$ cat src/tws_pkg.sv
// tick window statistics: shared constants, state enum and control structs
// used by the channel interfaces, datapath, controller and top level
`default_nettype none
package tws_pkg;

   localparam int TIME_WIDTH_DEF  = 48;
   localparam int RATE_FRAC_DEF   = 8;
   localparam int TIME_IN_W       = 48;
   localparam int COUNT_W         = 32;
   localparam int DUR_W           = 32;
   localparam int SUM_W           = 64;
   localparam int RATE_W          = 40;
   localparam int US_W            = 20;
   localparam int PROD_W          = COUNT_W + US_W;

   localparam logic [US_W-1:0]    US_PER_SECOND = 20'd1000000;
   localparam logic [DUR_W-1:0]   WINDOW_RESET  = 32'd1000000;
   localparam logic [RATE_W-1:0]  RATE_MAX      = {RATE_W{1'b1}};

   typedef enum logic {
      ACTION_START = 1'b0,
      ACTION_END   = 1'b1
   } action_type;

   typedef enum logic [2:0] {
      ST_IDLE,
      ST_CALC,
      ST_ACCUM,
      ST_MUL,
      ST_DIV_START,
      ST_DIV_WAIT,
      ST_OUT
   } ctrl_state_type;

   typedef struct packed {
      logic capture_item;
      logic calc;
      logic accum;
      logic mul;
      logic div_start;
      logic load_out;
   } dp_cmd_type;

   typedef struct packed {
      logic is_end;
      logic close;
      logic div_done;
      logic out_free;
   } dp_status_type;

endpackage
`default_nettype wire

$ cat src/tws_channels.sv
// valid/ready channel interfaces for event items, result items and the
// window register write port; widths come from tws_pkg
`default_nettype none
interface tws_req_if;
   logic                         valid;
   logic                         ready;
   logic                         action;
   logic [tws_pkg::TIME_IN_W-1:0] time_us;

   modport source (output valid, action, time_us, input ready);
   modport sink   (input valid, action, time_us, output ready);
endinterface

interface tws_rsp_if;
   logic                      valid;
   logic                      ready;
   logic [tws_pkg::RATE_W-1:0] rate_hz_q8;
   logic [tws_pkg::DUR_W-1:0]  avg_us;
   logic [tws_pkg::DUR_W-1:0]  max_us;

   modport source (output valid, rate_hz_q8, avg_us, max_us, input ready);
   modport sink   (input valid, rate_hz_q8, avg_us, max_us, output ready);
endinterface

interface tws_csr_if;
   logic                     valid;
   logic                     ready;
   logic [tws_pkg::DUR_W-1:0] window_us;

   modport source (output valid, window_us, input ready);
   modport sink   (input valid, window_us, output ready);
endinterface
`default_nettype wire

$ cat src/tws_divider.sv
// restoring unsigned divider, one quotient bit per cycle
// standalone, no package dependency
`default_nettype none
module tws_divider #(
   parameter int NUM_W = 64,
   parameter int DEN_W = 32
) (
   input  wire logic             clock,
   input  wire logic             reset,
   input  wire logic             start,
   input  wire logic [NUM_W-1:0] num,
   input  wire logic [DEN_W-1:0] den,
   output logic                  busy,
   output logic                  done,
   output logic [NUM_W-1:0]      quot
);

   localparam int CNT_W = $clog2(NUM_W + 1);

   logic [NUM_W-1:0] num_ff;
   logic [DEN_W-1:0] den_ff;
   logic [DEN_W-1:0] rem_ff, rem_in;
   logic [CNT_W-1:0] cnt_ff;
   logic             busy_ff, done_ff;
   logic [DEN_W:0]   trial, diff;
   logic             ge;

   always_comb begin
      trial  = {rem_ff, num_ff[NUM_W-1]};
      ge     = trial >= {1'b0, den_ff};
      diff   = trial - {1'b0, den_ff};
      rem_in = ge ? diff[DEN_W-1:0] : trial[DEN_W-1:0];
   end

   always_ff @(posedge clock) begin
      if (reset) begin
         busy_ff <= 1'b0;
         done_ff <= 1'b0;
         cnt_ff  <= '0;
      end else if (start) begin
         busy_ff <= 1'b1;
         done_ff <= 1'b0;
         cnt_ff  <= CNT_W'(NUM_W);
      end else if (busy_ff) begin
         cnt_ff <= cnt_ff - CNT_W'(1);
         if (cnt_ff == CNT_W'(1)) begin
            busy_ff <= 1'b0;
            done_ff <= 1'b1;
         end
      end
   end

   // quotient bits shift in where the numerator bits shift out
   always_ff @(posedge clock) begin
      if (start) begin
         num_ff <= num;
         den_ff <= den;
         rem_ff <= '0;
      end else if (busy_ff) begin
         num_ff <= {num_ff[NUM_W-2:0], ge};
         rem_ff <= rem_in;
      end
   end

   assign busy = busy_ff;
   assign done = done_ff;
   assign quot = num_ff;

   a_start_busy: assert property (@(posedge clock) disable iff (reset)
      start |=> busy_ff)
      else $error("divider not busy after start");
   a_busy_done: assert property (@(posedge clock) disable iff (reset)
      !(busy_ff && done_ff))
      else $error("divider busy and done together");

endmodule
`default_nettype wire

$ cat src/tws_datapath.sv
// tick window statistics datapath: timestamps, accumulators, rate multiply,
// two dividers and the result register; uses tws_pkg and tws_divider
`default_nettype none
module tws_datapath #(
   parameter int TIME_WIDTH         = tws_pkg::TIME_WIDTH_DEF,
   parameter int RATE_FRACTION_BITS = tws_pkg::RATE_FRAC_DEF
) (
   input  wire logic                            clock,
   input  wire logic                            reset,
   input  wire tws_pkg::dp_cmd_type             cmd,
   output tws_pkg::dp_status_type               status,
   input  wire logic                            req_action,
   input  wire logic [tws_pkg::TIME_IN_W-1:0]   req_time_us,
   input  wire logic                            csr_valid,
   input  wire logic [tws_pkg::DUR_W-1:0]       csr_window_us,
   input  wire logic                            rsp_ready,
   output logic                                 rsp_valid,
   output logic [tws_pkg::RATE_W-1:0]           rsp_rate_hz_q8,
   output logic [tws_pkg::DUR_W-1:0]            rsp_avg_us,
   output logic [tws_pkg::DUR_W-1:0]            rsp_max_us
);
   import tws_pkg::*;

   localparam int RATE_NUM_W = PROD_W + RATE_FRACTION_BITS;

   logic                  action_ff;
   logic [TIME_WIDTH-1:0] now_ff;
   logic [TIME_WIDTH-1:0] tick_start_ff;
   logic [TIME_WIDTH-1:0] window_start_ff;
   logic                  window_open_ff;
   logic [DUR_W-1:0]      window_ff;
   logic [DUR_W-1:0]      duration_ff;
   logic [TIME_WIDTH-1:0] elapsed_ff;
   logic [COUNT_W-1:0]    count_ff;
   logic [SUM_W-1:0]      sum_ff;
   logic [DUR_W-1:0]      max_ff;
   logic [PROD_W-1:0]     product_ff;
   logic                  rsp_valid_ff;
   logic [RATE_W-1:0]     rate_ff;
   logic [DUR_W-1:0]      avg_ff;
   logic [DUR_W-1:0]      max_out_ff;

   logic [TIME_WIDTH-1:0] tick_diff;
   logic [RATE_NUM_W-1:0] rate_num;
   logic [RATE_NUM_W-1:0] rate_quot;
   logic [SUM_W-1:0]      avg_quot;
   logic                  rate_busy, rate_done, avg_busy, avg_done;
   logic [RATE_W-1:0]     rate_sat;

   assign tick_diff = now_ff - tick_start_ff;
   assign rate_num  = RATE_NUM_W'(product_ff) << RATE_FRACTION_BITS;

   tws_divider #(.NUM_W(RATE_NUM_W), .DEN_W(TIME_WIDTH)) u_rate_div (
      .clock (clock),
      .reset (reset),
      .start (cmd.div_start),
      .num   (rate_num),
      .den   (elapsed_ff),
      .busy  (rate_busy),
      .done  (rate_done),
      .quot  (rate_quot)
   );

   tws_divider #(.NUM_W(SUM_W), .DEN_W(COUNT_W)) u_avg_div (
      .clock (clock),
      .reset (reset),
      .start (cmd.div_start),
      .num   (sum_ff),
      .den   (count_ff),
      .busy  (avg_busy),
      .done  (avg_done),
      .quot  (avg_quot)
   );

   // zero elapsed time gives an all-ones quotient, which saturates here too
   assign rate_sat = (|rate_quot[RATE_NUM_W-1:RATE_W]) ? RATE_MAX : rate_quot[RATE_W-1:0];

   always_comb begin
      status.is_end   = action_ff == ACTION_END;
      status.close    = elapsed_ff >= TIME_WIDTH'(window_ff);
      status.div_done = rate_done && avg_done && !rate_busy && !avg_busy;
      status.out_free = !rsp_valid_ff || rsp_ready;
   end

   always_ff @(posedge clock) begin
      if (cmd.capture_item) begin
         action_ff <= req_action;
         now_ff    <= TIME_WIDTH'(req_time_us);
      end
      if (cmd.calc) begin
         duration_ff <= tick_diff[DUR_W-1:0];
         elapsed_ff  <= now_ff - window_start_ff;
      end
      if (cmd.mul) begin
         product_ff <= count_ff * US_PER_SECOND;
      end
      if (cmd.load_out) begin
         rate_ff    <= rate_sat;
         avg_ff     <= (count_ff == '0) ? '0 : avg_quot[DUR_W-1:0];
         max_out_ff <= max_ff;
      end
   end

   always_ff @(posedge clock) begin
      if (reset) begin
         window_ff       <= WINDOW_RESET;
         tick_start_ff   <= '0;
         window_start_ff <= '0;
         window_open_ff  <= 1'b0;
         count_ff        <= '0;
         sum_ff          <= '0;
         max_ff          <= '0;
         rsp_valid_ff    <= 1'b0;
      end else begin
         if (csr_valid) begin
            window_ff <= csr_window_us;
         end
         if (cmd.calc && !status.is_end) begin
            tick_start_ff <= now_ff;
            if (!window_open_ff) begin
               window_start_ff <= now_ff;
               window_open_ff  <= 1'b1;
            end
         end
         if (cmd.accum) begin
            sum_ff   <= sum_ff + SUM_W'(duration_ff);
            count_ff <= count_ff + COUNT_W'(1);
            if (duration_ff > max_ff) begin
               max_ff <= duration_ff;
            end
         end
         // closing the window restarts it at the closing item's time
         if (cmd.load_out) begin
            count_ff        <= '0;
            sum_ff          <= '0;
            max_ff          <= '0;
            window_start_ff <= now_ff;
            window_open_ff  <= 1'b1;
            rsp_valid_ff    <= 1'b1;
         end else if (rsp_ready) begin
            rsp_valid_ff <= 1'b0;
         end
      end
   end

   assign rsp_valid      = rsp_valid_ff;
   assign rsp_rate_hz_q8 = rate_ff;
   assign rsp_avg_us     = avg_ff;
   assign rsp_max_us     = max_out_ff;

   a_clear_on_close: assert property (@(posedge clock) disable iff (reset)
      cmd.load_out |=> (count_ff == '0) && (sum_ff == '0) && (max_ff == '0) && rsp_valid_ff)
      else $error("accumulators not cleared at window close");

endmodule
`default_nettype wire

$ cat src/tws_ctrl.sv
// tick window statistics controller: sequences capture, update, multiply,
// division and result load; uses tws_pkg state and command types
`default_nettype none
module tws_ctrl (
   input  wire logic                   clock,
   input  wire logic                   reset,
   input  wire logic                   req_valid,
   output logic                        req_ready,
   input  wire tws_pkg::dp_status_type status,
   output tws_pkg::dp_cmd_type         cmd
);
   import tws_pkg::*;

   ctrl_state_type state_ff, state_in;

   always_ff @(posedge clock) begin
      if (reset) begin
         state_ff <= ST_IDLE;
      end else begin
         state_ff <= state_in;
      end
   end

   always_comb begin
      state_in = state_ff;
      unique case (state_ff)
         ST_IDLE: begin
            if (req_valid) state_in = ST_CALC;
         end
         ST_CALC: begin
            state_in = status.is_end ? ST_ACCUM : ST_IDLE;
         end
         ST_ACCUM: begin
            state_in = status.close ? ST_MUL : ST_IDLE;
         end
         ST_MUL:       state_in = ST_DIV_START;
         ST_DIV_START: state_in = ST_DIV_WAIT;
         ST_DIV_WAIT: begin
            if (status.div_done) state_in = ST_OUT;
         end
         ST_OUT: begin
            if (status.out_free) state_in = ST_IDLE;
         end
         default: state_in = ST_IDLE;
      endcase
   end

   always_comb begin
      req_ready = state_ff == ST_IDLE;
      cmd.capture_item = (state_ff == ST_IDLE) && req_valid;
      cmd.calc         = state_ff == ST_CALC;
      cmd.accum        = state_ff == ST_ACCUM;
      cmd.mul          = state_ff == ST_MUL;
      cmd.div_start    = state_ff == ST_DIV_START;
      cmd.load_out     = (state_ff == ST_OUT) && status.out_free;
   end

   a_load_free: assert property (@(posedge clock) disable iff (reset)
      cmd.load_out |-> status.out_free)
      else $error("result loaded over a pending item");
   a_div_after_close: assert property (@(posedge clock) disable iff (reset)
      (state_ff == ST_ACCUM) && status.close |=> state_ff == ST_MUL)
      else $error("window close not followed by rate multiply");

endmodule
`default_nettype wire

$ cat src/tick_window_statistics.sv
// Tick-duration window monitor.
// req channel: one item per event, action 0 = tick start, 1 = tick end, with
// a free-running microsecond timestamp (low TIME_WIDTH bits used).
// rsp channel: one item when an end event finds the window elapsed: rate in
// Q.RATE_FRACTION_BITS Hz (saturating), mean and longest tick duration.
// csr channel: writes the window length in microseconds, always ready; write
// only while no item is in flight.
// Sequence: a start event is accepted and then updates the timestamps; an end
// event that keeps the window open also accumulates. A closing end event goes
// on through multiply, divider start, division wait and result load: the rate
// quotient has 52 + RATE_FRACTION_BITS bits and the average 64, from one-bit
// restoring division run side by side; the wait ends when both are done.
// Reset clears the tick and window start timestamps and the accumulators and
// sets the window to 1000000 us. A finished result waits in the output
// register while the next item is accepted; a later closing item holds in its
// last step until the receiver takes the earlier result.
`default_nettype none
module tick_window_statistics #(
   parameter int TIME_WIDTH         = tws_pkg::TIME_WIDTH_DEF,
   parameter int RATE_FRACTION_BITS = tws_pkg::RATE_FRAC_DEF
) (
   input wire logic clock,
   input wire logic reset,
   tws_req_if.sink   req,
   tws_rsp_if.source rsp,
   tws_csr_if.sink   csr
);
   import tws_pkg::*;

   dp_cmd_type    cmd;
   dp_status_type status;

   assign csr.ready = 1'b1;

   tws_ctrl u_ctrl (
      .clock     (clock),
      .reset     (reset),
      .req_valid (req.valid),
      .req_ready (req.ready),
      .status    (status),
      .cmd       (cmd)
   );

   tws_datapath #(
      .TIME_WIDTH         (TIME_WIDTH),
      .RATE_FRACTION_BITS (RATE_FRACTION_BITS)
   ) u_datapath (
      .clock          (clock),
      .reset          (reset),
      .cmd            (cmd),
      .status         (status),
      .req_action     (req.action),
      .req_time_us    (req.time_us),
      .csr_valid      (csr.valid),
      .csr_window_us  (csr.window_us),
      .rsp_ready      (rsp.ready),
      .rsp_valid      (rsp.valid),
      .rsp_rate_hz_q8 (rsp.rate_hz_q8),
      .rsp_avg_us     (rsp.avg_us),
      .rsp_max_us     (rsp.max_us)
   );

endmodule
`default_nettype wire
$ cat src/flat_wrapper.sv
// flat-port wrapper written by rule: the top's interface ports become plain ports
module tick_window_statistics_flat import tws_pkg::*;
#(
   parameter int TIME_WIDTH         = tws_pkg::TIME_WIDTH_DEF,
   parameter int RATE_FRACTION_BITS = tws_pkg::RATE_FRAC_DEF
)
  (clock, reset, req_valid, req_action, req_time_us, req_ready, rsp_valid, rsp_rate_hz_q8, rsp_avg_us, rsp_max_us, rsp_ready, csr_valid, csr_window_us, csr_ready);
  tws_req_if req_i ();
  tws_rsp_if rsp_i ();
  tws_csr_if csr_i ();
  input wire logic clock;
  input wire logic reset;
  input wire logic [$bits(req_i.valid)-1:0] req_valid;
  input wire logic [$bits(req_i.action)-1:0] req_action;
  input wire logic [$bits(req_i.time_us)-1:0] req_time_us;
  output wire logic [$bits(req_i.ready)-1:0] req_ready;
  output wire logic [$bits(rsp_i.valid)-1:0] rsp_valid;
  output wire logic [$bits(rsp_i.rate_hz_q8)-1:0] rsp_rate_hz_q8;
  output wire logic [$bits(rsp_i.avg_us)-1:0] rsp_avg_us;
  output wire logic [$bits(rsp_i.max_us)-1:0] rsp_max_us;
  input wire logic [$bits(rsp_i.ready)-1:0] rsp_ready;
  input wire logic [$bits(csr_i.valid)-1:0] csr_valid;
  input wire logic [$bits(csr_i.window_us)-1:0] csr_window_us;
  output wire logic [$bits(csr_i.ready)-1:0] csr_ready;
  assign req_i.valid = req_valid;
  assign req_i.action = req_action;
  assign req_i.time_us = req_time_us;
  assign req_ready = req_i.ready;
  assign rsp_valid = rsp_i.valid;
  assign rsp_rate_hz_q8 = rsp_i.rate_hz_q8;
  assign rsp_avg_us = rsp_i.avg_us;
  assign rsp_max_us = rsp_i.max_us;
  assign rsp_i.ready = rsp_ready;
  assign csr_i.valid = csr_valid;
  assign csr_i.window_us = csr_window_us;
  assign csr_ready = csr_i.ready;
  tick_window_statistics #(.TIME_WIDTH(TIME_WIDTH), .RATE_FRACTION_BITS(RATE_FRACTION_BITS)) u_core (.clock(clock), .reset(reset), .req(req_i), .rsp(rsp_i), .csr(csr_i));
endmodule
$ cat config.mk
export PLATFORM = sky130hd
export DESIGN_NAME = tick_window_statistics_flat
export DESIGN_NICKNAME = d
export VERILOG_FILES = /design/src/tws_pkg.sv /design/src/tws_channels.sv /design/src/tws_divider.sv /design/src/tws_datapath.sv /design/src/tws_ctrl.sv /design/src/tick_window_statistics.sv /design/src/flat_wrapper.sv
export SDC_FILE = /design/constraint.sdc
export NUM_CORES = 2
export LEC_CHECK = 0
export BUFFER_PORTS_ARGS = -buffer_cell sky130_fd_sc_hd__buf_2
export CORE_MARGIN = 3
export CORE_UTILIZATION = 55
export DETAILED_ROUTE_END_ITERATION = 12
export HOLD_SLACK_MARGIN = 0.05
export PLACE_DENSITY = 0.72
export SLEW_MARGIN = 20
export SYNTH_ARGS = -nofsm -noshare
export SYNTH_HDL_FRONTEND = slang
export SYNTH_SLANG_ARGS = --single-unit
$ cat constraint.sdc
create_clock -name clock -period 9.8 [get_ports clock]
set_clock_uncertainty 0.2 [all_clocks]
set_input_delay 0.49 -clock clock [delete_from_list [all_inputs] [get_ports clock]]
set_output_delay 0.49 -clock clock [all_outputs]
set_load 0.01 [all_outputs]
==> flow_metrics.tcl <==
set metrics [dict create \
    htree_num_levels 3 \
    yosysWarningCount 0 \
    tightest_slew_ps 1110 \
    status "finished clean" \
    first_global_vias 35000 \
    hp-class "primary input to register" \
    fin_util_pct 62.6 \
    worst_skew_pair.late_latency_ps 670 \
    synth_flop_cell "edfxtp_1" \
    io-pin-count 193 \
    grt_max_degree 95 \
    powerDensity_nw_per_um2 193 \
    area_delta_synth_final_pct 12.0 \
    synth-edff-count 475 \
    clockRootBuffer "clkbuf_16" \
    final-hold-violation-count 0 \
    hp-start "req_valid" \
    critical_path_required_ps 9990 \
    post-cts-setup-buffers 0 \
    r2r_slack_ps 2940 \
    cp-endpoint "u_core.u_datapath.product_ff[50]$_DFFE_PP_" \
    maxSlewHeadroom_pct 25.8 \
    path_max_fanout 8 \
    core-area_um2 87400 \
    cts_buffers 89 \
    async_reset_ff_share_pct 0 \
    drive_above_1_share_pct 7.67 \
    netlist_area_um2 48800 \
    ys_seq_area_share_pct 43.6 \
    reg2reg_from "u_core.u_datapath.count_ff[10]$_SDFFE_PP0P_" \
    holdWs_ps 123 \
    syn_avg_cell_area_um2 9.72 \
    tritoncts "built" \
    track_usage_pct 24.6 \
    min_path_cells 5 \
    max_freq_mhz 146 \
    nNetsFinal 5911 \
    vias 36200 \
    drt_iter0_markers 2710 \
    drc_errors 0 \
    post-route-min-period_ps 6860 \
    worst_slack_ps 2940 \
    num_antenna_cells 0 \
    port_buffers 191 \
    peakVddDrop_mv 0.151 \
    crit_start "u_core.u_datapath.count_ff[10]$_SDFFE_PP0P_" \
    dieHeight_um 304 \
    antenna_found_initial 0 \
    finalSetupViolCount 0 \
    r2r-end "u_core.u_datapath.product_ff[50]$_DFFE_PP_" \
    ys_seq_elements 825 \
    leakage_nw 23.7 \
    grt_pass1_wl_mm 186 \
    cts_resized 0 \
    die-width_um 304 \
    gp_congestion 0.934 \
    worst-setup-path-type "register to register" \
    tns_ps 0 \
    ys_types 83 \
    synthCells 5023 \
    max-cap-violations 0 \
    worstRegToRegCells 21 \
    rows 108 \
    ant_nets 0 \
    syn-num-nets 5705 \
    cp-end-kind "register" \
    wire_per_inst_um 17.9 \
    drt-pass1-iter-count 5 \
    drv_slew 0 \
    die_area_um2 92400 \
    rsz0062_at_grt "false" \
    clock-sinks 825 \
    via_per_inst 5.60 \
    clk_pin_slew_ps 60 \
    grt_overflow 0 \
    hpwlAfterDp_mm 82.7 \
    place_worst_setup_slack_ps 2980 \
    cp.arrival_ps 7050 \
    finalPower_mw 10.6 \
    setup.worst_path.start_class "register" \
    cts_max_path_buffers 3 \
    post-route-period-util_pct 70.0 \
    fillers 7241 \
    wirelength_mm 115 \
    start_util_pct 55.8 \
]
layout by cell type (no fill, tap or decap), drive strengths merged, types with 16 or more instances in the layout:
| master | instances |
|---|---|
| fa | 140 |
| o21ai | 226 |
| a21oi | 413 |
| and3 | 45 |
| xor2 | 91 |
| o21bai | 37 |
| inv | 474 |
| o21a | 25 |
| and2 | 16 |
| nor3 | 37 |
| mux2i | 53 |
| nor2 | 286 |
| clkinv | 30 |
| nand2 | 714 |
| nand4 | 60 |
| o31ai | 17 |
| dlygate4sd3 | 82 |
| a31oi | 49 |
| dfxtp | 350 |
| o211ai | 26 |
| a21o | 154 |
| nor2b | 77 |
| xnor2 | 186 |
| ha | 456 |
| nand3 | 146 |
| buf | 217 |
| edfxtp | 475 |
| nand2b | 31 |
| or3 | 61 |
| a211oi | 30 |
| clkbuf | 123 |
report_power, final:
group | switching [mW] | internal [mW] | total, mW | leakage (nW)
clock | 1.42 | 2.07 | 3.49 | 1.51
combinational | 1.62 | 1.15 | 2.77 | 15.0
sequential | 0.291 | 4.03 | 4.32 | 7.16
total | 3.33 | 7.25 | 10.6 | 23.7
cell usage after synthesis, drive strengths merged, types with 37 or more instances:
| library cell | count | area share [%] |
|---|---|---|
| o21ai | 226 | 2.3 |
| a21o | 154 | 2.4 |
| clkbuf | 153 | 1.2 |
| ha | 456 | 12 |
| nand4 | 60 | 0.77 |
| a21oi | 413 | 4.2 |
| dfxtp | 350 | 14 |
| and3 | 45 | 0.58 |
| inv | 472 | 3.6 |
| xor2 | 91 | 1.6 |
| fa | 140 | 5.7 |
| o21bai | 37 | 0.57 |
| or3 | 61 | 0.78 |
| nor3 | 37 | 0.38 |
| edfxtp | 475 | 29 |
| a31oi | 49 | 0.64 |
| mux2i | 53 | 1.1 |
| nand2 | 714 | 5.5 |
| nand3 | 146 | 1.5 |
| nor2 | 286 | 2.2 |
| nor2b | 77 | 0.99 |
| xnor2 | 186 | 3.3 |
sequential cells by signal (all words and copies together), names as in the netlist, 40 cells and up:
register,cells
u_core.u_datapath.product_ff,46
u_core.u_datapath.u_rate_div.den_ff,48
u_core.u_datapath.u_avg_div.quot,64
u_core.u_datapath.elapsed_ff,48
u_core.u_datapath.rsp_rate_hz_q8,40
u_core.u_datapath.window_start_ff,48
u_core.u_datapath.sum_ff,64
u_core.u_datapath.u_rate_div.rem_ff,48
u_core.u_datapath.u_rate_div.quot,60
u_core.u_datapath.now_ff,48
cells by family (layout without fill, tap and decap cells):
| group | after synthesis | in the layout | share of synthesized area, % |
|---|---|---|---|
| other | 1 | 1 | 0.00768 |
| AND/OR/NAND/NOR | 1533 | 1533 | 14.2 |
| flip-flops | 825 | 825 | 43.6 |
| XOR/XNOR | 277 | 277 | 4.97 |
| AO/OA/AOI/OAI | 1078 | 1078 | 13.6 |
| adder cells (fa/ha/maj) | 596 | 596 | 17.4 |
| buffers and inverters | 658 | 939 | 5.14 |
| multiplexers | 55 | 55 | 1.13 |
worst min-delay path by stage:
| stage | end |
|---|---|
| after floorplan | u_core.u_datapath.u_rate_div.den_ff[0]$_DFFE_PP_ |
| after global placement | u_core.u_datapath.u_rate_div.den_ff[44]$_DFFE_PP_ |
| after detailed placement | u_core.u_datapath.window_start_ff[15]$_SDFFE_PP0P_ |
| after CTS | u_core.u_ctrl.state_ff[0]$_SDFFE_PP0P_ |
| after global routing | u_core.u_ctrl.state_ff[0]$_SDFFE_PP0P_ |
| final | u_core.u_ctrl.state_ff[0]$_SDFFE_PP0P_ |
per-stage QoR:
stage	instance area, um^2	std cells
floorplan	48800	5023
global placement	50800	6210
detailed placement	50800	6210
CTS	54700	6458
global route	54700	6459
finish	54700	6459
worst max-delay path: stages (launching register included):
cell and delay (ps):
dfxtp_1 610, inv_1 270, fa_1 530, inv_1 60, fa_1 510, fa_1 580, fa_1 420, ha_1 290
inv_1 50, fa_1 490, inv_1 40, ha_1 400, a21oi_1 240, o21bai_1 90, a211oi_1 320, nor2_1 90
a311oi_1 240, o21ai_0 220, a41oi_1 370, o31ai_1 160, a311oi_1 330, xnor2_1 90
layout make-up:
cell class,instances,area [um^2],share of cell area (%)
multi-input cells,3540,25100,45.9
flip-flops and latches,825,21300,38.9
clock buffers,123,2550,4.66
repair buffers,299,1990,3.65
inverters,474,1790,3.27
well taps,1155,1450,2.64
clock inverters,43,524,0.959
repair_timing:
item	CTS	global route
setup endpoints to repair	0	0
endpoints found under the hold margin	82	0
hold buffers	82	0
metal layers:
layer	part of all wire (%)	up-vias	track usage [%]
li1	-	17900	-
met1	46	17300	34.8
met2	45	828	38.8
met3	4.7	208	3.51
met4	3.5	0	8.48
met5	0	-	0
Power figures use the tool's default switching activity.
